$ cat config.mk
export PLATFORM = sky130hd
export DESIGN_NAME = autoranging_power_meter_flat
export DESIGN_NICKNAME = d
export VERILOG_FILES = /design/src/apm_pkg.sv /design/src/apm_if.sv /design/src/apm_regs.sv /design/src/apm_mul.sv /design/src/apm_div.sv /design/src/autoranging_power_meter.sv /design/src/flat_wrapper.sv
export SDC_FILE = /design/constraint.sdc
export NUM_CORES = 1
export LEC_CHECK = 0
export BUFFER_PORTS_ARGS = -buffer_cell sky130_fd_sc_hd__buf_2
export CORE_ASPECT_RATIO = 0.75
export CORE_MARGIN = 8
export CORE_UTILIZATION = 34
export CTS_BUF_LIST = sky130_fd_sc_hd__clkbuf_8
export DETAILED_ROUTE_END_ITERATION = 7
export GPL_ROUTABILITY_DRIVEN = 0
export SLEW_MARGIN = 20
export SYNTH_ARGS = -nofsm -noshare
export SYNTH_HDL_FRONTEND = slang
export SYNTH_SLANG_ARGS = --single-unit
$ cat constraint.sdc
create_clock -name clk_i -period 4.5 [get_ports clk_i]
set_input_delay 0.225 -clock clk_i [delete_from_list [all_inputs] [get_ports clk_i]]
set_output_delay 0.225 -clock clk_i [all_outputs]
set_load 0.03 [all_outputs]
$ cat src/apm_pkg.sv
// Autoranging power meter: shared widths, register map, reset values and the
// configuration struct. No dependencies.
package apm_pkg;

  // Input count width
  localparam int COUNT_BITS = 10;

  // Fixed field widths
  localparam int RANGE_W    = 10;
  localparam int PRESS_W    = 13;
  localparam int SCALE_W    = 24;
  localparam int VOLT_MV_W  = 13;
  localparam int AMP_MA_W   = 14;
  localparam int POWER_MW_W = 17;
  localparam int FRAC_W     = 16;

  // Derived datapath widths
  localparam int Q_W       = COUNT_BITS + SCALE_W;            // v_q16 / a_q16
  localparam int HI_W      = Q_W - FRAC_W;                    // integer part
  localparam int CMP_W     = (COUNT_BITS > RANGE_W) ? COUNT_BITS : RANGE_W;
  localparam int MUL_A_W   = Q_W;
  localparam int MUL_B_W   = (COUNT_BITS > VOLT_MV_W) ? COUNT_BITS : VOLT_MV_W;
  localparam int MUL_CNT_W = $clog2(MUL_B_W);
  localparam int PROD_W    = MUL_A_W + MUL_B_W;
  localparam int DIVD_W    = PROD_W - FRAC_W;
  localparam int DIV_CNT_W = $clog2(DIVD_W);
  localparam int MW_DIVISOR = 1000;
  localparam int REM_W     = $clog2(MW_DIVISOR);

  // Output limits
  localparam logic [VOLT_MV_W-1:0]  MV_MAX = '1;
  localparam logic [AMP_MA_W-1:0]   MA_MAX = '1;
  localparam logic [POWER_MW_W-1:0] MW_MAX = '1;

  // APB register map
  localparam int APB_DATA_W = 32;
  localparam int REG_IDX_W  = 3;
  localparam int PADDR_W    = REG_IDX_W + 2;

  localparam logic [REG_IDX_W-1:0] REG_RANGE_UP   = 3'd0;
  localparam logic [REG_IDX_W-1:0] REG_RANGE_DOWN = 3'd1;
  localparam logic [REG_IDX_W-1:0] REG_PRESS_LVL  = 3'd2;
  localparam logic [REG_IDX_W-1:0] REG_VOLT_SCALE = 3'd3;
  localparam logic [REG_IDX_W-1:0] REG_AMP_GAIN   = 3'd4;
  localparam logic [REG_IDX_W-1:0] REG_AMP_PLAIN  = 3'd5;

  // Reset values
  localparam logic [RANGE_W-1:0] RST_RANGE_UP   = 10'd1000;
  localparam logic [RANGE_W-1:0] RST_RANGE_DOWN = 10'd40;
  localparam logic [PRESS_W-1:0] RST_PRESS_LVL  = 13'd2000;
  localparam logic [SCALE_W-1:0] RST_VOLT_SCALE = 24'd390400;
  localparam logic [SCALE_W-1:0] RST_AMP_GAIN   = 24'd35200;
  localparam logic [SCALE_W-1:0] RST_AMP_PLAIN  = 24'd704000;

  typedef struct packed {
    logic [RANGE_W-1:0] range_up_count;
    logic [RANGE_W-1:0] range_down_count;
    logic [PRESS_W-1:0] press_level_mv;
    logic [SCALE_W-1:0] volt_scale_q16;
    logic [SCALE_W-1:0] amp_scale_gain_q16;
    logic [SCALE_W-1:0] amp_scale_plain_q16;
  } cfg_t;

endpackage

$ cat src/apm_if.sv
// Valid/ready channel interfaces for the measurement input and the result.
// Depends on apm_pkg.
interface apm_in_if;
  logic                           valid;
  logic                           ready;
  logic [apm_pkg::COUNT_BITS-1:0] volt_count;
  logic [apm_pkg::COUNT_BITS-1:0] amp_count;

  modport source (output valid, volt_count, amp_count, input ready);
  modport sink (input valid, volt_count, amp_count, output ready);
endinterface

interface apm_out_if;
  logic                           valid;
  logic                           ready;
  logic [apm_pkg::VOLT_MV_W-1:0]  volt_mv;
  logic [apm_pkg::AMP_MA_W-1:0]   amp_ma;
  logic [apm_pkg::POWER_MW_W-1:0] power_mw;
  logic                           gain_used;
  logic                           gain_next;
  logic                           press_event;

  modport source (output valid, volt_mv, amp_ma, power_mw, gain_used, gain_next,
                  press_event, input ready);
  modport sink (input valid, volt_mv, amp_ma, power_mw, gain_used, gain_next,
                press_event, output ready);
endinterface

$ cat src/apm_regs.sv
// APB configuration registers of the power meter.
// Depends on apm_pkg.
module apm_regs (
  input  logic                          clk_i,
  input  logic                          rst_ni,
  input  logic                          psel,
  input  logic                          penable,
  input  logic                          pwrite,
  input  logic [apm_pkg::PADDR_W-1:0]   paddr,
  input  logic [apm_pkg::APB_DATA_W-1:0] pwdata,
  output logic [apm_pkg::APB_DATA_W-1:0] prdata,
  output logic                          pready,
  output apm_pkg::cfg_t                 cfg_o
);

  apm_pkg::cfg_t                   cfg_q;
  logic [apm_pkg::REG_IDX_W-1:0]   idx;
  logic                            wr_en;

  assign idx    = paddr[apm_pkg::PADDR_W-1:2];
  assign wr_en  = psel & penable & pwrite;
  assign pready = 1'b1;
  assign cfg_o  = cfg_q;

  always_ff @(posedge clk_i or negedge rst_ni) begin
    if (!rst_ni) begin
      cfg_q.range_up_count      <= apm_pkg::RST_RANGE_UP;
      cfg_q.range_down_count    <= apm_pkg::RST_RANGE_DOWN;
      cfg_q.press_level_mv      <= apm_pkg::RST_PRESS_LVL;
      cfg_q.volt_scale_q16      <= apm_pkg::RST_VOLT_SCALE;
      cfg_q.amp_scale_gain_q16  <= apm_pkg::RST_AMP_GAIN;
      cfg_q.amp_scale_plain_q16 <= apm_pkg::RST_AMP_PLAIN;
    end else if (wr_en) begin
      unique case (idx)
        apm_pkg::REG_RANGE_UP:
          cfg_q.range_up_count <= pwdata[apm_pkg::RANGE_W-1:0];
        apm_pkg::REG_RANGE_DOWN:
          cfg_q.range_down_count <= pwdata[apm_pkg::RANGE_W-1:0];
        apm_pkg::REG_PRESS_LVL:
          cfg_q.press_level_mv <= pwdata[apm_pkg::PRESS_W-1:0];
        apm_pkg::REG_VOLT_SCALE:
          cfg_q.volt_scale_q16 <= pwdata[apm_pkg::SCALE_W-1:0];
        apm_pkg::REG_AMP_GAIN:
          cfg_q.amp_scale_gain_q16 <= pwdata[apm_pkg::SCALE_W-1:0];
        apm_pkg::REG_AMP_PLAIN:
          cfg_q.amp_scale_plain_q16 <= pwdata[apm_pkg::SCALE_W-1:0];
        default: ;  // unmapped, ignored
      endcase
    end
  end

  always_comb begin
    unique case (idx)
      apm_pkg::REG_RANGE_UP:
        prdata = apm_pkg::APB_DATA_W'(cfg_q.range_up_count);
      apm_pkg::REG_RANGE_DOWN:
        prdata = apm_pkg::APB_DATA_W'(cfg_q.range_down_count);
      apm_pkg::REG_PRESS_LVL:
        prdata = apm_pkg::APB_DATA_W'(cfg_q.press_level_mv);
      apm_pkg::REG_VOLT_SCALE:
        prdata = apm_pkg::APB_DATA_W'(cfg_q.volt_scale_q16);
      apm_pkg::REG_AMP_GAIN:
        prdata = apm_pkg::APB_DATA_W'(cfg_q.amp_scale_gain_q16);
      apm_pkg::REG_AMP_PLAIN:
        prdata = apm_pkg::APB_DATA_W'(cfg_q.amp_scale_plain_q16);
      default:
        prdata = '0;
    endcase
  end

endmodule

$ cat src/apm_mul.sv
// Bit-serial shift-add multiplier, multiplier bits taken MSB first.
// Depends on apm_pkg.
module apm_mul (
  input  logic                          clk_i,
  input  logic                          rst_ni,
  input  logic                          start_i,
  input  logic [apm_pkg::MUL_A_W-1:0]   mcand_i,
  input  logic [apm_pkg::MUL_B_W-1:0]   mplr_i,
  output logic                          done_o,
  output logic [apm_pkg::PROD_W-1:0]    prod_o
);

  logic                            busy_q;
  logic                            done_q;
  logic [apm_pkg::MUL_CNT_W-1:0]   cnt_q;
  logic [apm_pkg::MUL_A_W-1:0]     mcand_q;
  logic [apm_pkg::MUL_B_W-1:0]     mplr_q;
  logic [apm_pkg::PROD_W-1:0]      acc_q;
  logic [apm_pkg::PROD_W-1:0]      addend;

  assign addend = mplr_q[apm_pkg::MUL_B_W-1] ? apm_pkg::PROD_W'(mcand_q) : '0;

  always_ff @(posedge clk_i or negedge rst_ni) begin
    if (!rst_ni) begin
      busy_q <= 1'b0;
      done_q <= 1'b0;
      cnt_q  <= '0;
    end else begin
      done_q <= 1'b0;
      if (start_i) begin
        busy_q <= 1'b1;
        cnt_q  <= '0;
      end else if (busy_q) begin
        cnt_q <= cnt_q + 1'b1;
        if (cnt_q == apm_pkg::MUL_CNT_W'(apm_pkg::MUL_B_W - 1)) begin
          busy_q <= 1'b0;
          done_q <= 1'b1;
        end
      end
    end
  end

  always_ff @(posedge clk_i) begin
    if (start_i) begin
      mcand_q <= mcand_i;
      mplr_q  <= mplr_i;
      acc_q   <= '0;
    end else if (busy_q) begin
      acc_q  <= {acc_q[apm_pkg::PROD_W-2:0], 1'b0} + addend;
      mplr_q <= {mplr_q[apm_pkg::MUL_B_W-2:0], 1'b0};
    end
  end

  assign done_o = done_q;
  assign prod_o = acc_q;

endmodule

$ cat src/apm_div.sv
// Restoring divider by the constant 1000, one quotient bit per cycle.
// Depends on apm_pkg.
module apm_div (
  input  logic                         clk_i,
  input  logic                         rst_ni,
  input  logic                         start_i,
  input  logic [apm_pkg::DIVD_W-1:0]   dividend_i,
  output logic                         done_o,
  output logic [apm_pkg::DIVD_W-1:0]   quo_o
);

  logic                            busy_q;
  logic                            done_q;
  logic [apm_pkg::DIV_CNT_W-1:0]   cnt_q;
  logic [apm_pkg::DIVD_W-1:0]      work_q;   // dividend out at top, quotient in at bottom
  logic [apm_pkg::REM_W-1:0]       rem_q;
  logic [apm_pkg::REM_W:0]         trial;
  logic [apm_pkg::REM_W:0]         diff;
  logic                            fits;

  assign trial = {rem_q, work_q[apm_pkg::DIVD_W-1]};
  assign fits  = trial >= (apm_pkg::REM_W + 1)'(apm_pkg::MW_DIVISOR);
  assign diff  = trial - (apm_pkg::REM_W + 1)'(apm_pkg::MW_DIVISOR);

  always_ff @(posedge clk_i or negedge rst_ni) begin
    if (!rst_ni) begin
      busy_q <= 1'b0;
      done_q <= 1'b0;
      cnt_q  <= '0;
    end else begin
      done_q <= 1'b0;
      if (start_i) begin
        busy_q <= 1'b1;
        cnt_q  <= '0;
      end else if (busy_q) begin
        cnt_q <= cnt_q + 1'b1;
        if (cnt_q == apm_pkg::DIV_CNT_W'(apm_pkg::DIVD_W - 1)) begin
          busy_q <= 1'b0;
          done_q <= 1'b1;
        end
      end
    end
  end

  always_ff @(posedge clk_i) begin
    if (start_i) begin
      work_q <= dividend_i;
      rem_q  <= '0;
    end else if (busy_q) begin
      work_q <= {work_q[apm_pkg::DIVD_W-2:0], fits};
      rem_q  <= fits ? diff[apm_pkg::REM_W-1:0] : trial[apm_pkg::REM_W-1:0];
    end
  end

  assign done_o = done_q;
  assign quo_o  = work_q;

endmodule

$ cat src/autoranging_power_meter.sv
// Autoranging power meter top level: sequencer, range/press state, result register.
// Depends on apm_pkg, apm_if, apm_regs, apm_mul, apm_div.
//
//  channel | dir | handshake          | payload
//  --------+-----+--------------------+------------------------------------------
//  in_i    | in  | valid/ready        | volt_count, amp_count
//  out_o   | out | valid/ready        | volt_mv, amp_ma, power_mw, gain_used,
//          |     |                    | gain_next, press_event
//  apb     | in  | psel/penable/pready| paddr, pwdata -> prdata (regs at 4*i)
//
//  One transaction at a time: two 13-step shift-add passes (counts x scales,
//  then mV x Q16 current) and a 31-step division by 1000, each pass handed
//  on to the next. The shift-add multiplier and the serial divider take up
//  most of the time.
//  Reset (rst_ni, async low) restores the register defaults, gain mode on and
//  the button released; no clearing pass.
//  A finished result waits in the output register; the next input transaction
//  is taken meanwhile, and a result only stalls the sequencer if the previous
//  one has still not been taken.
module autoranging_power_meter (
  input  logic                           clk_i,
  input  logic                           rst_ni,
  apm_in_if.sink                         in_i,
  apm_out_if.source                      out_o,
  input  logic                           psel,
  input  logic                           penable,
  input  logic                           pwrite,
  input  logic [apm_pkg::PADDR_W-1:0]    paddr,
  input  logic [apm_pkg::APB_DATA_W-1:0] pwdata,
  output logic [apm_pkg::APB_DATA_W-1:0] prdata,
  output logic                           pready
);

  // Sequencer codes
  localparam logic [2:0] ST_IDLE = 3'd0;
  localparam logic [2:0] ST_MUL1 = 3'd1;  // v_q16 and a_q16 in parallel
  localparam logic [2:0] ST_MUL2 = 3'd2;  // mV x a_q16
  localparam logic [2:0] ST_DIV  = 3'd3;  // /1000
  localparam logic [2:0] ST_DONE = 3'd4;  // waiting for the output register

  apm_pkg::cfg_t cfg;

  logic [2:0] state_q, state_d;

  // Per-transaction context
  logic [apm_pkg::COUNT_BITS-1:0] ac_q;
  logic                           used_q;
  logic [apm_pkg::VOLT_MV_W-1:0]  mv_q;
  logic [apm_pkg::AMP_MA_W-1:0]   ma_q;
  logic [apm_pkg::POWER_MW_W-1:0] mw_q;
  logic                           press_q;

  // Persistent state
  logic gain_q;
  logic held_q;

  // Output register
  logic                           out_valid_q;
  logic [apm_pkg::VOLT_MV_W-1:0]  out_mv_q;
  logic [apm_pkg::AMP_MA_W-1:0]   out_ma_q;
  logic [apm_pkg::POWER_MW_W-1:0] out_mw_q;
  logic                           out_used_q;
  logic                           out_next_q;
  logic                           out_press_q;

  // Units
  logic                           mulv_start, mulv_done;
  logic [apm_pkg::MUL_A_W-1:0]    mulv_mcand;
  logic [apm_pkg::MUL_B_W-1:0]    mulv_mplr;
  logic [apm_pkg::PROD_W-1:0]     mulv_prod;
  logic                           mula_done;
  logic [apm_pkg::MUL_A_W-1:0]    mula_mcand;
  logic [apm_pkg::PROD_W-1:0]     mula_prod;
  logic                           div_start, div_done;
  logic [apm_pkg::DIVD_W-1:0]     div_quo;

  logic                           in_acc;
  logic                           out_acc;
  logic                           out_load;

  // MUL1 results
  logic [apm_pkg::Q_W-1:0]        v_q16;
  logic [apm_pkg::Q_W-1:0]        a_q16;
  logic [apm_pkg::HI_W-1:0]       v_hi;
  logic [apm_pkg::HI_W-1:0]       a_hi;
  logic [apm_pkg::HI_W-1:0]       press_hi;
  logic [apm_pkg::VOLT_MV_W-1:0]  mv_d;
  logic [apm_pkg::AMP_MA_W-1:0]   ma_d;
  logic                           v_below, v_above;
  logic                           go_plain, go_gain;
  logic                           mul1_fin;

  assign in_acc   = in_i.valid & in_i.ready;
  assign out_acc  = out_o.valid & out_o.ready;
  assign out_load = (state_q == ST_DONE) & (~out_valid_q | out_o.ready);
  // both units start together and finish in the same cycle
  assign mul1_fin = (state_q == ST_MUL1) & mulv_done & mula_done;

  assign in_i.ready = (state_q == ST_IDLE);

  apm_regs u_regs (
    .clk_i   (clk_i),
    .rst_ni  (rst_ni),
    .psel    (psel),
    .penable (penable),
    .pwrite  (pwrite),
    .paddr   (paddr),
    .pwdata  (pwdata),
    .prdata  (prdata),
    .pready  (pready),
    .cfg_o   (cfg)
  );

  // Voltage unit is reused for the power product once v_q16 is out.
  assign mulv_start = in_acc | mul1_fin;
  assign mulv_mcand = (state_q == ST_IDLE) ? apm_pkg::MUL_A_W'(cfg.volt_scale_q16) : a_q16;
  assign mulv_mplr  = (state_q == ST_IDLE) ? apm_pkg::MUL_B_W'(in_i.volt_count)
                                           : apm_pkg::MUL_B_W'(mv_d);

  apm_mul u_mul_v (
    .clk_i   (clk_i),
    .rst_ni  (rst_ni),
    .start_i (mulv_start),
    .mcand_i (mulv_mcand),
    .mplr_i  (mulv_mplr),
    .done_o  (mulv_done),
    .prod_o  (mulv_prod)
  );

  // Current factor picked by the mode announced on the previous result
  assign mula_mcand = gain_q ? apm_pkg::MUL_A_W'(cfg.amp_scale_gain_q16)
                             : apm_pkg::MUL_A_W'(cfg.amp_scale_plain_q16);

  apm_mul u_mul_a (
    .clk_i   (clk_i),
    .rst_ni  (rst_ni),
    .start_i (in_acc),
    .mcand_i (mula_mcand),
    .mplr_i  (apm_pkg::MUL_B_W'(in_i.amp_count)),
    .done_o  (mula_done),
    .prod_o  (mula_prod)
  );

  assign div_start = (state_q == ST_MUL2) & mulv_done;

  apm_div u_div (
    .clk_i      (clk_i),
    .rst_ni     (rst_ni),
    .start_i    (div_start),
    .dividend_i (mulv_prod[apm_pkg::PROD_W-1:apm_pkg::FRAC_W]),
    .done_o     (div_done),
    .quo_o      (div_quo)
  );

  // Scaling, saturation and thresholds once both counts are multiplied
  assign v_q16    = mulv_prod[apm_pkg::Q_W-1:0];
  assign a_q16    = mula_prod[apm_pkg::Q_W-1:0];
  assign v_hi     = v_q16[apm_pkg::Q_W-1:apm_pkg::FRAC_W];
  assign a_hi     = a_q16[apm_pkg::Q_W-1:apm_pkg::FRAC_W];
  assign press_hi = apm_pkg::HI_W'(cfg.press_level_mv);

  assign mv_d = (v_hi > apm_pkg::HI_W'(apm_pkg::MV_MAX)) ? apm_pkg::MV_MAX
              : v_hi[apm_pkg::VOLT_MV_W-1:0];
  assign ma_d = (a_hi > apm_pkg::HI_W'(apm_pkg::MA_MAX)) ? apm_pkg::MA_MAX
              : a_hi[apm_pkg::AMP_MA_W-1:0];

  // Press compare at full Q16 precision: below, or strictly above
  assign v_below = v_hi < press_hi;
  assign v_above = (v_hi > press_hi) |
                   ((v_hi == press_hi) & (|v_q16[apm_pkg::FRAC_W-1:0]));

  // Range hysteresis
  assign go_plain = used_q  & (apm_pkg::CMP_W'(ac_q) > apm_pkg::CMP_W'(cfg.range_up_count));
  assign go_gain  = ~used_q & (apm_pkg::CMP_W'(ac_q) <= apm_pkg::CMP_W'(cfg.range_down_count));

  always_comb begin
    state_d = state_q;
    unique case (state_q)
      ST_IDLE: if (in_acc)    state_d = ST_MUL1;
      ST_MUL1: if (mul1_fin)  state_d = ST_MUL2;
      ST_MUL2: if (mulv_done) state_d = ST_DIV;
      ST_DIV:  if (div_done)  state_d = ST_DONE;
      ST_DONE: if (out_load)  state_d = ST_IDLE;
      default:                state_d = ST_IDLE;
    endcase
  end

  always_ff @(posedge clk_i or negedge rst_ni) begin
    if (!rst_ni) begin
      state_q     <= ST_IDLE;
      gain_q      <= 1'b1;
      held_q      <= 1'b0;
      out_valid_q <= 1'b0;
    end else begin
      state_q <= state_d;
      if (mul1_fin) begin
        if (go_plain) begin
          gain_q <= 1'b0;
        end else if (go_gain) begin
          gain_q <= 1'b1;
        end
        if (v_below & ~held_q) begin
          held_q <= 1'b1;
        end else if (v_above & held_q) begin
          held_q <= 1'b0;
        end
      end
      if (out_load) begin
        out_valid_q <= 1'b1;
      end else if (out_acc) begin
        out_valid_q <= 1'b0;
      end
    end
  end

  // Payload registers
  always_ff @(posedge clk_i) begin
    if (in_acc) begin
      ac_q   <= in_i.amp_count;
      used_q <= gain_q;
    end
    if (mul1_fin) begin
      mv_q    <= mv_d;
      ma_q    <= ma_d;
      press_q <= v_below & ~held_q;
    end
    if ((state_q == ST_DIV) & div_done) begin
      mw_q <= (div_quo > apm_pkg::DIVD_W'(apm_pkg::MW_MAX)) ? apm_pkg::MW_MAX
            : div_quo[apm_pkg::POWER_MW_W-1:0];
    end
    if (out_load) begin
      out_mv_q    <= mv_q;
      out_ma_q    <= ma_q;
      out_mw_q    <= mw_q;
      out_used_q  <= used_q;
      out_next_q  <= gain_q;
      out_press_q <= press_q;
    end
  end

  assign out_o.valid       = out_valid_q;
  assign out_o.volt_mv     = out_mv_q;
  assign out_o.amp_ma      = out_ma_q;
  assign out_o.power_mw    = out_mw_q;
  assign out_o.gain_used   = out_used_q;
  assign out_o.gain_next   = out_next_q;
  assign out_o.press_event = out_press_q;

endmodule

$ cat src/flat_wrapper.sv
// flat-port wrapper written by rule: the top's interface ports become plain ports
module autoranging_power_meter_flat 
  (clk_i, rst_ni, psel, penable, pwrite, paddr, pwdata, prdata, pready, in_i_valid, in_i_volt_count, in_i_amp_count, in_i_ready, out_o_valid, out_o_volt_mv, out_o_amp_ma, out_o_power_mw, out_o_gain_used, out_o_gain_next, out_o_press_event, out_o_ready);
  apm_in_if in_i_i ();
  apm_out_if out_o_i ();
  input  logic clk_i;
  input  logic rst_ni;
  input  logic psel;
  input  logic penable;
  input  logic pwrite;
  input  logic [apm_pkg::PADDR_W-1:0] paddr;
  input  logic [apm_pkg::APB_DATA_W-1:0] pwdata;
  output logic [apm_pkg::APB_DATA_W-1:0] prdata;
  output logic pready;
  input wire logic [$bits(in_i_i.valid)-1:0] in_i_valid;
  input wire logic [$bits(in_i_i.volt_count)-1:0] in_i_volt_count;
  input wire logic [$bits(in_i_i.amp_count)-1:0] in_i_amp_count;
  output wire logic [$bits(in_i_i.ready)-1:0] in_i_ready;
  output wire logic [$bits(out_o_i.valid)-1:0] out_o_valid;
  output wire logic [$bits(out_o_i.volt_mv)-1:0] out_o_volt_mv;
  output wire logic [$bits(out_o_i.amp_ma)-1:0] out_o_amp_ma;
  output wire logic [$bits(out_o_i.power_mw)-1:0] out_o_power_mw;
  output wire logic [$bits(out_o_i.gain_used)-1:0] out_o_gain_used;
  output wire logic [$bits(out_o_i.gain_next)-1:0] out_o_gain_next;
  output wire logic [$bits(out_o_i.press_event)-1:0] out_o_press_event;
  input wire logic [$bits(out_o_i.ready)-1:0] out_o_ready;
  assign in_i_i.valid = in_i_valid;
  assign in_i_i.volt_count = in_i_volt_count;
  assign in_i_i.amp_count = in_i_amp_count;
  assign in_i_ready = in_i_i.ready;
  assign out_o_valid = out_o_i.valid;
  assign out_o_volt_mv = out_o_i.volt_mv;
  assign out_o_amp_ma = out_o_i.amp_ma;
  assign out_o_power_mw = out_o_i.power_mw;
  assign out_o_gain_used = out_o_i.gain_used;
  assign out_o_gain_next = out_o_i.gain_next;
  assign out_o_press_event = out_o_i.press_event;
  assign out_o_i.ready = out_o_ready;
  autoranging_power_meter u_core (.clk_i(clk_i), .rst_ni(rst_ni), .in_i(in_i_i), .out_o(out_o_i), .psel(psel), .penable(penable), .pwrite(pwrite), .paddr(paddr), .pwdata(pwdata), .prdata(prdata), .pready(pready));
endmodule
==> impl_results.md, run 1 <==
- Number of vias per cell: 4.974
- Syn Area/Cell: 11.25 µm²
- Synth area leader: edfxtp_1
- Post-synth EDFFs: 215
- GRT overflow: 0
- Status: finished, final reports clean
- Chip height: about 240 µm
- Seq/Total Area, Yosys: a little over half
- Final hold violations: 0
- Fin. max-slew vios: 0
- Routed WL: about 55 mm
- P per Cell Area: 551.4 nW/µm²
- Routed WL per cell: 17.89 µm
- CTS tree: built
- CORE AREA: approximately 64000 µm²
- Setup crit end kind: flip-flop
- Relative slew slack: 23.12%
- Final #Nets: about 2300
- F_max: ~260 MHz
- Via count: about 15000
- Met1 wire length: 26.72 mm
- Crit path required time: 5.00 ns
- Number of DRC markers in iteration 0: around 1100
- Drt drc: 0
- DRT Pass-1 Iters: 5
- RSZ-0062 raised after global routing: false
- Setup Skew: 0.03689 ns
- Die X: 309.8 µm
- Min Tclk post-route: 3.911 ns
- Layout area overhead: 14.82%
- Synth Flop Type: edfxtp_1
- DR top layer: met4
- Top Ports: 146
- Clock Latency Late Sink: 0.63 ns
- Clock Sink Count: around 440
- # port buffers: 126
- CTS buffer count: 71
- Hold Path Class: input port to flip-flop
- Overall Global Routing Usage: 14.72%
- Cell Area, Synth: around 22000 µm²
- Async SR Flop Fraction: 29.61%
- Synthesized instance count: 1957
- First-pass GRT wire length: 86.65 mm
- Max clock buf depth: 3
- Pwr Total: 13930 µW
- DR WL met3: 3.328 mm
- Tcrit/Tclk final: 86.90%
- Top cell type's share of synthesized area: 29.33%
- Initial antenna violation count: 2
- HPWL after DPL: 38.61 mm
- Vias in the first global route: 15430
- Filler cells: approximately 6300
- Max FO, Critical Path: 34
- Share of cells above drive strength 1: 22.75%
- Met2 wire len: 23.53 mm
- Routed Antenna Nets: 0
- Setup TNS Final: 0 ns
- Setup Viol. Count Final: 0
- CTS clock-pin slew for the worst setup and hold paths: 0.07 ns
- CP arrival: roughly 4.4 ns
- Synth Register Bits: 439
- Worst IR drop on VDD: around 0.22 mV
- # Max-Cap Violations: 0
- Die area: 73210 µm²
- CTS Root Cell: clkbuf_8
- Initial Utilization: 34.46%
- Startpoint Class: flip-flop
- H-tree levels: 3
- Leak: 0.01035 µW
- YS warnings: 0
- Crit Path Class: flip-flop to flip-flop
- Dominant cells by area after synthesis: edfxtp_1, dfrtp_1, dfxtp_1
- Post-synth cell types: 85
- Worst-Margin Slew: 1.147 ns
- Site row count: 80
- Largest net degree at the start of global routing: 69
- Final core utilization: between 30% and 40%
## critical path: stages, from the launching register on
cell and delay, ns:
edfxtp_1 0.37, buf_4 0.23, and2_1 0.18, ha_1 0.20, fa_1 0.45, a211oi_1 0.29, o21ai_0 0.19, and3_1 0.19
nor3_1 0.54, o21ai_0 0.33, a41oi_1 0.39, o21ai_0 0.13, nand2_1 0.09, xor2_1 0.13, o21ai_0 0.08
## repair_timing
item                      CTS  global route
gates resized for setup     0             0
hold buffers               42             0
buffers inserted            0             0
hold endpoints to repair  175             0
## metrics by stage
step / hold WS [ns] / cell area, µm² / setup slack, ns / cells
floorplan: -0.07059 / 22030 / 1.188 / 1964
global placement: 0.3866 / 23490 / 0.7398 / 2880
detailed placement: 0.4032 / 23500 / 0.6487 / 2880
CTS: 0.009188 / 25270 / 0.6573 / 3054
global route: 0.04592 / 25270 / 0.3410 / 3054
finish: 0.04486 / 25270 / 0.5895 / 3055
## power breakdown
part / switching (µW) / internal, µW
logic: 2680 / 2090
clock network: 1620 / 1650
registers: 848 / 5050
total: 5150 / 8790
## layout by cell type, fill, tap and decap left out, types with 93 or more instances in the layout
master,count
dfxtp_1,94
mux2i_1,93
dfrtp_1,93
edfxtp_1,215
buf_2,125
nor2_1,136
ha_1,96
mux2_2,149
nand2_1,206
a21oi_1,96
## cells by family (layout without fill, tap and decap cells)
kind of cell	after synthesis	in the layout	synth area share, %
AOI/OAI and AO/OA	316	316	9.210
other	2	10	0.03412
muxes	246	246	12.26
and+or+nand+nor	613	613	13.42
DFF	439	439	52.87
xor gates and xnor gates	84	84	3.343
buffers and inverters	159	388	3.223
adders and majority gates	98	98	5.640
## per-layer routing
layer | track usage [%] | vias to the layer above
li1 | - | 7336
met3 | 3.240 | 87
met4 | 3.816 | 0
met5 | 0 | -
met1 | 21.36 | 7379
met2 | 21.96 | 394
## registers in the layout, indices dropped and copies added (netlist names), 14 cells and up
register and count:
u_core.u_regs.cfg_o 105, u_core.u_mul_v.prod_o 47, u_core.u_mul_a.prod_o 34, u_core.u_mul_v.mcand_q 34
u_core.u_div.quo_o 31, u_core.u_mul_a.mcand_q 24, u_core.mw_q 17, u_core.out_o.power_mw 17
u_core.ma_q 14, u_core.out_o.amp_ma 14
## synthesized netlist by cell type (all sizes together) (4+ instances only)
master / instances
nor2b: 14
or3: 7
dfstp: 35
and2: 70
nand2: 206
a211oi: 22
buf: 40
o21ai: 85
or2: 35
mux4: 4
nand3b: 6
o21bai: 9
nor3b: 6
nand4: 23
and3: 13
nor2: 140
o22ai: 12
a21o: 29
xor2: 46
a21oi: 97
nand3: 31
nand2b: 27
o21a: 15
o31ai: 5
dfrtp: 95
mux2: 149
ha: 96
nor3: 17
mux2i: 93
xnor2: 38
clkbuf: 55
nor4: 11
dfxtp: 94
inv: 62
edfxtp: 215
a31oi: 5
## final cells by class
type	instances	area, µm²	area share (%)
Clock buffer	80	1101	4.357
Tap cell	861	1077	4.263
Timing Repair Buffer	193	1241	4.912
Sequential cell	439	11640	46.05
Multi-Input combinational cell	1366	9731	38.51
Inverter	63	236.5	0.9358
Antenna cell	1	2.502	0.009902
Clock inverter	52	244.0	0.9655
## path summary, 6_finish.rpt
check / depth (start not counted) / slack (ns) / from / to
min in group asynchronous: 2 / 0.26 / rst_ni / u_core.u_regs.cfg_o[16]
max in group asynchronous: 3 / 3.20 / rst_ni / u_core.u_mul_v.busy_q
worst max register to register: 14 / 0.59 / u_core.u_mul_v.mplr_q[12] / u_core.u_mul_v.prod_o[35]
worst min register to register: 0 / 0.42 / u_core.ma_q[5] / u_core.out_o.amp_ma[5]
worst min-delay path: 3 / 0.04 / in_i_volt_count[7] / u_core.u_mul_v.mplr_q[7]
worst max-delay path: 14 / 0.59 / u_core.u_mul_v.mplr_q[12] / u_core.u_mul_v.prod_o[35]
Note: power is estimated with default switching activity, not from simulation.
==> run 2, diff against run 1 <==
--- a/config.mk
+++ b/config.mk
@@ -6,7 +6,6 @@
 export NUM_CORES = 1
 export LEC_CHECK = 0
 export BUFFER_PORTS_ARGS = -buffer_cell sky130_fd_sc_hd__buf_2
-export CORE_ASPECT_RATIO = 0.75
 export CORE_MARGIN = 8
 export CORE_UTILIZATION = 34
 export CTS_BUF_LIST = sky130_fd_sc_hd__clkbuf_8
==> impl_results.md, run 2 (synthesized netlist as in run 1, its figures left out) <==
- Largest net degree at the start of global routing: 87 (+26%)
- Routed Antenna Nets: 0 (unchanged)
- CP arrival: 4.18 ns (-0.23 ns)
- Setup Viol. Count Final: 0 (unchanged)
- Die X: 270.4 µm (-13%)
- RSZ-0062 raised after global routing: false
- CORE AREA: 64230 µm² (+0.58%)
- # port buffers: 126 (unchanged)
- Die area: 73130 µm² (-0.11%)
- Number of vias per cell: 4.961 (-0.27%)
- Worst-Margin Slew: 1.089 ns (-0.05770 ns)
- Setup crit end kind: flip-flop
- Top Ports: 146 (unchanged)
- Worst IR drop on VDD: 0.1897 mV (-13%)
- # Post-CTS Setup Buffers: 0 (unchanged)
- Chip height: 270.4 µm (+14%)
- H-tree levels: 3 (unchanged)
- Initial antenna violation count: 1 (-1)
- Fin Hold WS: 0.1456 ns (+0.1008 ns)
- Fin. max-slew vios: 0 (unchanged)
- Min Tclk post-route: 3.695 ns (-0.2152 ns)
- CTS buffer count: 79 (+11%)
- Overall Global Routing Usage: 14.62% (-0.098 points)
- Final #Nets: 2310 (+0.61%)
- Status: finished, final reports clean
- DRT Pass-1 Iters: 5 (unchanged)
- Final hold violations: 0 (unchanged)
- Max FO, Critical Path: 34 (unchanged)
- CTS Root Cell: clkbuf_8
- F_max: 270.6 MHz (+5.8%)
- Routed WL per cell: 17.74 µm (-0.79%)
- Clock Latency Late Sink: 0.64 ns (about the same)
- Tcrit/Tclk final: 82.12% (-4.8 points)
- Routed WL: 54.39 mm (-0.47%)
- Hold Path Class: input port to asynchronous set/reset pin
- Crit path required time: 4.98 ns (-0.02 ns)
- Crit Path Class: flip-flop to flip-flop
- Layout area overhead: 15.90%
- Number of DRC markers in iteration 0: 1024 (-6.0%)
- Max clock buf depth: 3 (unchanged)
- Commonest non-fill, non-tap cell in the layout: edfxtp_1
- Final core utilization: 39.71% (+0.14 points)
- Drt drc: 0 (unchanged)
- Via count: 15200 (+0.053%)
- HPWL after DPL: 38.17 mm (-1.2%)
- Vias in the first global route: 15650 (+1.4%)
- Setup TNS Final: 0 ns (unchanged)
- Relative slew slack: 27.39% (+4.3 points)
- Leak: 0.01046 µW (+1.1%)
- CTS tree: built
- P per Cell Area: 560.4 nW/µm² (+1.6%)
- Hold buffers post-CTS: 47 (+12%)
- Startpoint Class: flip-flop
- Setup Skew: 0.03164 ns (-0.005249 ns)
- CTS clock-pin slew for the worst setup and hold paths: 0.06 ns (about the same)
- Clock Sink Count: 439 (unchanged)
- GRT overflow: 0 (unchanged)
- # Max-Cap Violations: 0 (unchanged)
- First-pass GRT wire length: 86.75 mm (+0.12%)
- Most frequent cells in the layout: edfxtp_1, nand2_1, mux2_2
- Site row count: 93 (+16%)
- Initial Utilization: 34.26% (-0.20 points)
- Max FFs per register: 105 (unchanged)
- Share of cells above drive strength 1: 23.00% (+0.24 points)
- Resize count post-CTS: 0 (unchanged)
==> run 2: changes by cell type in the layout (fill, tap and decap cells not counted), sizes merged <==
| cell | delta |
|---|---|
| clkbuf | +5 |
| clkinv | +4 |
| buf | +1 |
| inv | -3 |
| bufinv | +4 |
| dlygate4sd3 | +5 |
==> run 2: where the power goes <==
part / total (µW) / switching [µW] / internal [µW]
clock network: 3650 / 1670 / 1970
logic: 4720 / 2620 / 2100
registers: 5920 / 875 / 5050
total: 14300 / 5170 / 9130
==> run 2: metrics by stage <==
step	power, µW	worst slack (ns)	area [µm²]	cells
after floorplan	9366	1.188	22030	1964
after global placement	10490	0.8231	23500	2875
after detailed placement	10640	0.7883	23510	2875
after CTS	14430	0.7952	25500	3064
after global routing	15270	0.4603	25510	3065
final	14300	0.8047	25510	3065
==> run 2: cell type report <==
cell class,count,area [µm²]
Antenna cell,1,2.502
Clock inverter,57,351.6
Sequential cell,439,11640
Timing Repair Buffer,199,1311
Tap cell,855,1070
Clock buffer,85,1170
Multi-Input combinational cell,1366,9728
Inverter,63,236.5
Fill cell,6270,38720
==> run 2: final timing paths <==
kind	start	endpoint	slack (ns)	cells past startpoint
worst max register to register	u_core.u_mul_v.mplr_q[12]	u_core.u_mul_v.prod_o[43]	0.80	14
min in group clk_i	penable	u_core.u_regs.cfg_o[73]	0.21	4
worst min register to register	u_core.mw_q[14]	u_core.out_o.power_mw[14]	0.42	0
max in group asynchronous	rst_ni	u_core.u_mul_v.busy_q	3.40	3
worst min-delay path	rst_ni	u_core.u_regs.cfg_o[42]	0.15	2
worst max-delay path	u_core.u_mul_v.mplr_q[12]	u_core.u_mul_v.prod_o[43]	0.80	14
==> run 2: per-layer routing <==
| layer | wire [µm] | global-route usage (%) |
|---|---|---|
| met1 | 24120 | 18.39 |
| met2 | 26190 | 24.83 |
| met3 | 2585 | 3.054 |
| met4 | 1491 | 4.818 |
| met5 | 0 | 0 |
==> run 2: worst max-delay path: stages, from the launching register on <==
cell and delay [ns]:
edfxtp_1 0.35, buf_4 0.22, and2_1 0.17, ha_1 0.21, fa_1 0.43, a211oi_1 0.27
o21ai_0 0.18, and3_1 0.19, nor3_1 0.45, o211ai_2 0.20, a21oi_1 0.27, nor2b_1 0.14
and3_1 0.21, xnor2_1 0.14, a21oi_1 0.08
==> run 3, diff against run 2 <==
==> constraint.sdc (replaced) <==
create_clock -name clk_i -period 3.15 [get_ports clk_i]
set_input_delay 0.1575 -clock clk_i [delete_from_list [all_inputs] [get_ports clk_i]]
set_output_delay 0.1575 -clock clk_i [all_outputs]
set_load 0.03 [all_outputs]
==> impl_results.md, run 3 (synthesized netlist as in run 1, its figures left out) <==
- Max clock buf depth: 3 (unchanged)
- Power Internal: 13860 µW (+52%)
- Status: finished, final reports clean
- Via count: 15430 (+1.5%)
- Site row count: 93 (unchanged)
- Flop pwr share: 38.5% (-2.9 points)
- NetSw: 7732 µW (+50%)
- First-pass GRT wire length: 87.80 mm (+1.2%)
- Setup Viol. Count Final: 0 (unchanged)
- Initial antenna violation count: 2 (+1)
- Crit path largest cell delay: 0.45 ns (about the same)
- Most frequent cells in the layout: edfxtp_1, nand2_1, mux2_2
- RSZ-0062 raised after global routing: true
- # port buffers: 126 (unchanged)
- Initial Utilization: 34.26% (unchanged)
- HPWL after DPL: 38.80 mm (+1.7%)
- CP arrival: 3.55 ns (-0.63 ns)
- GRT overflow: 0 (unchanged)
- Min Tclk post-route: 3.050 ns (-0.6454 ns)
- Final hold violations: 0 (unchanged)
- Max FO, Critical Path: 4 (-88%)
- P per Cell Area: 817.0 nW/µm² (+46%)
- CTS buffer count: 79 (unchanged)
- Tcrit/Tclk final: 96.82% (+15 points)
- Number of DRC markers in iteration 0: 829 (-19%)
- DRT Pass-1 Iters: 5 (unchanged)
- Fin. max-slew vios: 0 (unchanged)
- Number of vias per cell: 4.912 (-0.98%)
- Largest net degree at the start of global routing: 89 (+2.3%)
- Die X: 270.4 µm (unchanged)
- Startpoint Class: flip-flop
- Routed WL per cell: 17.61 µm (-0.77%)
- Clock Latency Late Sink: 0.66 ns (+0.02 ns)
- Die area: 73130 µm² (unchanged)
- Final #Nets: 2385 (+3.2%)
- Hold Path Class: input port to asynchronous set/reset pin
- Drt drc: 0 (unchanged)
- Max FFs per register: 105 (unchanged)
- Chip height: 270.4 µm (unchanged)
- Worst IR drop on VDD: 0.3482 mV (+84%)
- Routed Antenna Nets: 0 (unchanged)
- Pwr Total: 21590 µW (+51%)
- Worst-Margin Slew: 0.8235 ns (-0.2657 ns)
- Net Sw Frac: 35.81% (-0.34 points)
- # Max-Cap Violations: 0 (unchanged)
- Crit Path Class: flip-flop to flip-flop
- F_max: 327.9 MHz (+21%)
- Setup crit end kind: flip-flop
- Relative slew slack: 45.10% (+18 points)
- Crit path cell chain: buf_4 > and2_1 > ha_2 > inv_2 > o31ai_4 > a31oi_4 > o32a_4 > o31ai_4 > buf_4 > a21oi_1 > xnor2_1 > mux2i_1 > nor2_1
- Top Ports: 146 (unchanged)
- CORE AREA: 64230 µm² (unchanged)
- Leak: 0.01086 µW (+3.8%)
- Routed WL: 55.32 mm (+1.7%)
- Clock power share: 24.1% (-1.4 points)
- Clock Sink Count: 439 (unchanged)
- Comb power frac: 37.5% (+4.5 points)
- Overall Global Routing Usage: 14.76% (+0.14 points)
- Layout area overhead: 20.07%
- Pre-CTS setup slack: -0.1334 ns (-0.9217 ns)
- Setup Skew: 0.03068 ns (-0.0009603 ns)
- CTS tree: built
- CTS Root Cell: clkbuf_8
- Share of cells above drive strength 1: 27.48% (+4.5 points)
- Final Worst Setup Slack: 0.1001 ns (-0.7046 ns)
- Vias in the first global route: 15990 (+2.2%)
- Crit path required time: 3.65 ns (-1.33 ns)
- H-tree levels: 3 (unchanged)
- Slowest cell on crit path: edfxtp_1
- Commonest non-fill, non-tap cell in the layout: edfxtp_1
- CTS clock-pin slew for the worst setup and hold paths: 0.06 ns (about the same)
[run 3: cell count changes in the layout (fill, tap and decap cells not counted), moves of 4 or more]
| cell | change |
|---|---|
| a21oi_1 | -6 |
| ha_2 | +4 |
| ha_4 | +12 |
| and2_4 | +5 |
| buf_4 | +70 |
| ha_1 | -16 |
| o21ai_0 | -10 |
| a21oi_2 | +6 |
| o21ai_1 | +7 |
| and2_1 | -5 |
| inv_1 | +5 |
[run 3: what timing repair did]
item,in CTS,in global routing
setup buffers,1,17
setup endpoints to repair,18,32
hold buffers,47,0
gates resized for setup,9,66
pin swaps,3,32
hold endpoints to repair,192,0
[run 3: final timing paths]
path	endpoint	startpoint	cells after the start	slack [ns]
hold / removal	u_core.u_regs.cfg_o[46]	rst_ni	2	0.12
setup reg to reg	u_core.u_mul_v.prod_o[30]	u_core.u_mul_v.mplr_q[12]	13	0.10
hold reg to reg	u_core.out_o.volt_mv[6]	u_core.mv_q[6]	0	0.42
setup / recovery	u_core.u_mul_v.prod_o[30]	u_core.u_mul_v.mplr_q[12]	13	0.10
max in group asynchronous	u_core.u_mul_v.busy_q	rst_ni	3	2.17
min in group clk_i	u_core.u_regs.cfg_o[72]	penable	4	0.14
[run 3: critical path: cells and delay by family (launching register included)]
kind	cells	cell delay, ns
and+or+nand+nor	2	0.18
AOI/OAI and AO/OA	5	1.22
DFF	1	0.45
adders and majority gates	1	0.37
muxes	1	0.15
buffers and inverters	3	0.40
xor gates and xnor gates	1	0.12
[run 3: metrics by stage]
step | utilization, % | hold slack [ns] | instances | instance area, µm² | setup TNS (ns)
finish | 41.14 | 0.1198 | 3142 | 26430 | 0
global route | 41.14 | 0.1110 | 3141 | 26420 | -0.1554
CTS | 40.47 | 0.07548 | 3123 | 26000 | 0
detailed placement | 37.31 | 0.2865 | 2932 | 23960 | -0.8359
global placement | 37.31 | 0.2675 | 2932 | 23960 | -0.3450
floorplan | - | -0.1381 | 1964 | 22050 | 0
[run 3: power by group through the flow]
| stage | logic (µW) | registers (µW) | clock network [µW] |
|---|---|---|---|
| finish | 8090 | 8300 | 5200 |
| floorplan | 5480 | 7910 | 0 |
| global route | 8930 | 8460 | 5620 |
| CTS | 7510 | 8260 | 5400 |
| detailed placement | 7350 | 8360 | 0 |
| global placement | 7210 | 8320 | 0 |
[run 3: final cells by class]
| cell class | instances | area (µm²) |
|---|---|---|
| repair buffers | 274 | 1911 |
| well taps | 855 | 1070 |
| fillers | 6151 | 37810 |
| flip-flops and latches | 439 | 11640 |
| clock inverters | 58 | 351.6 |
| multi-input cells | 1366 | 10040 |
| inverters | 63 | 236.5 |
| clock buffers | 85 | 1170 |
| diodes | 2 | 5.005 |
[run 3: metal layers]
layer | global-route usage [%] | share of wire [%]
met2 | 24.26 | 47
met5 | 0 | 0
met4 | 5.790 | 3.5
met1 | 18.62 | 45
met3 | 3.505 | 4.3
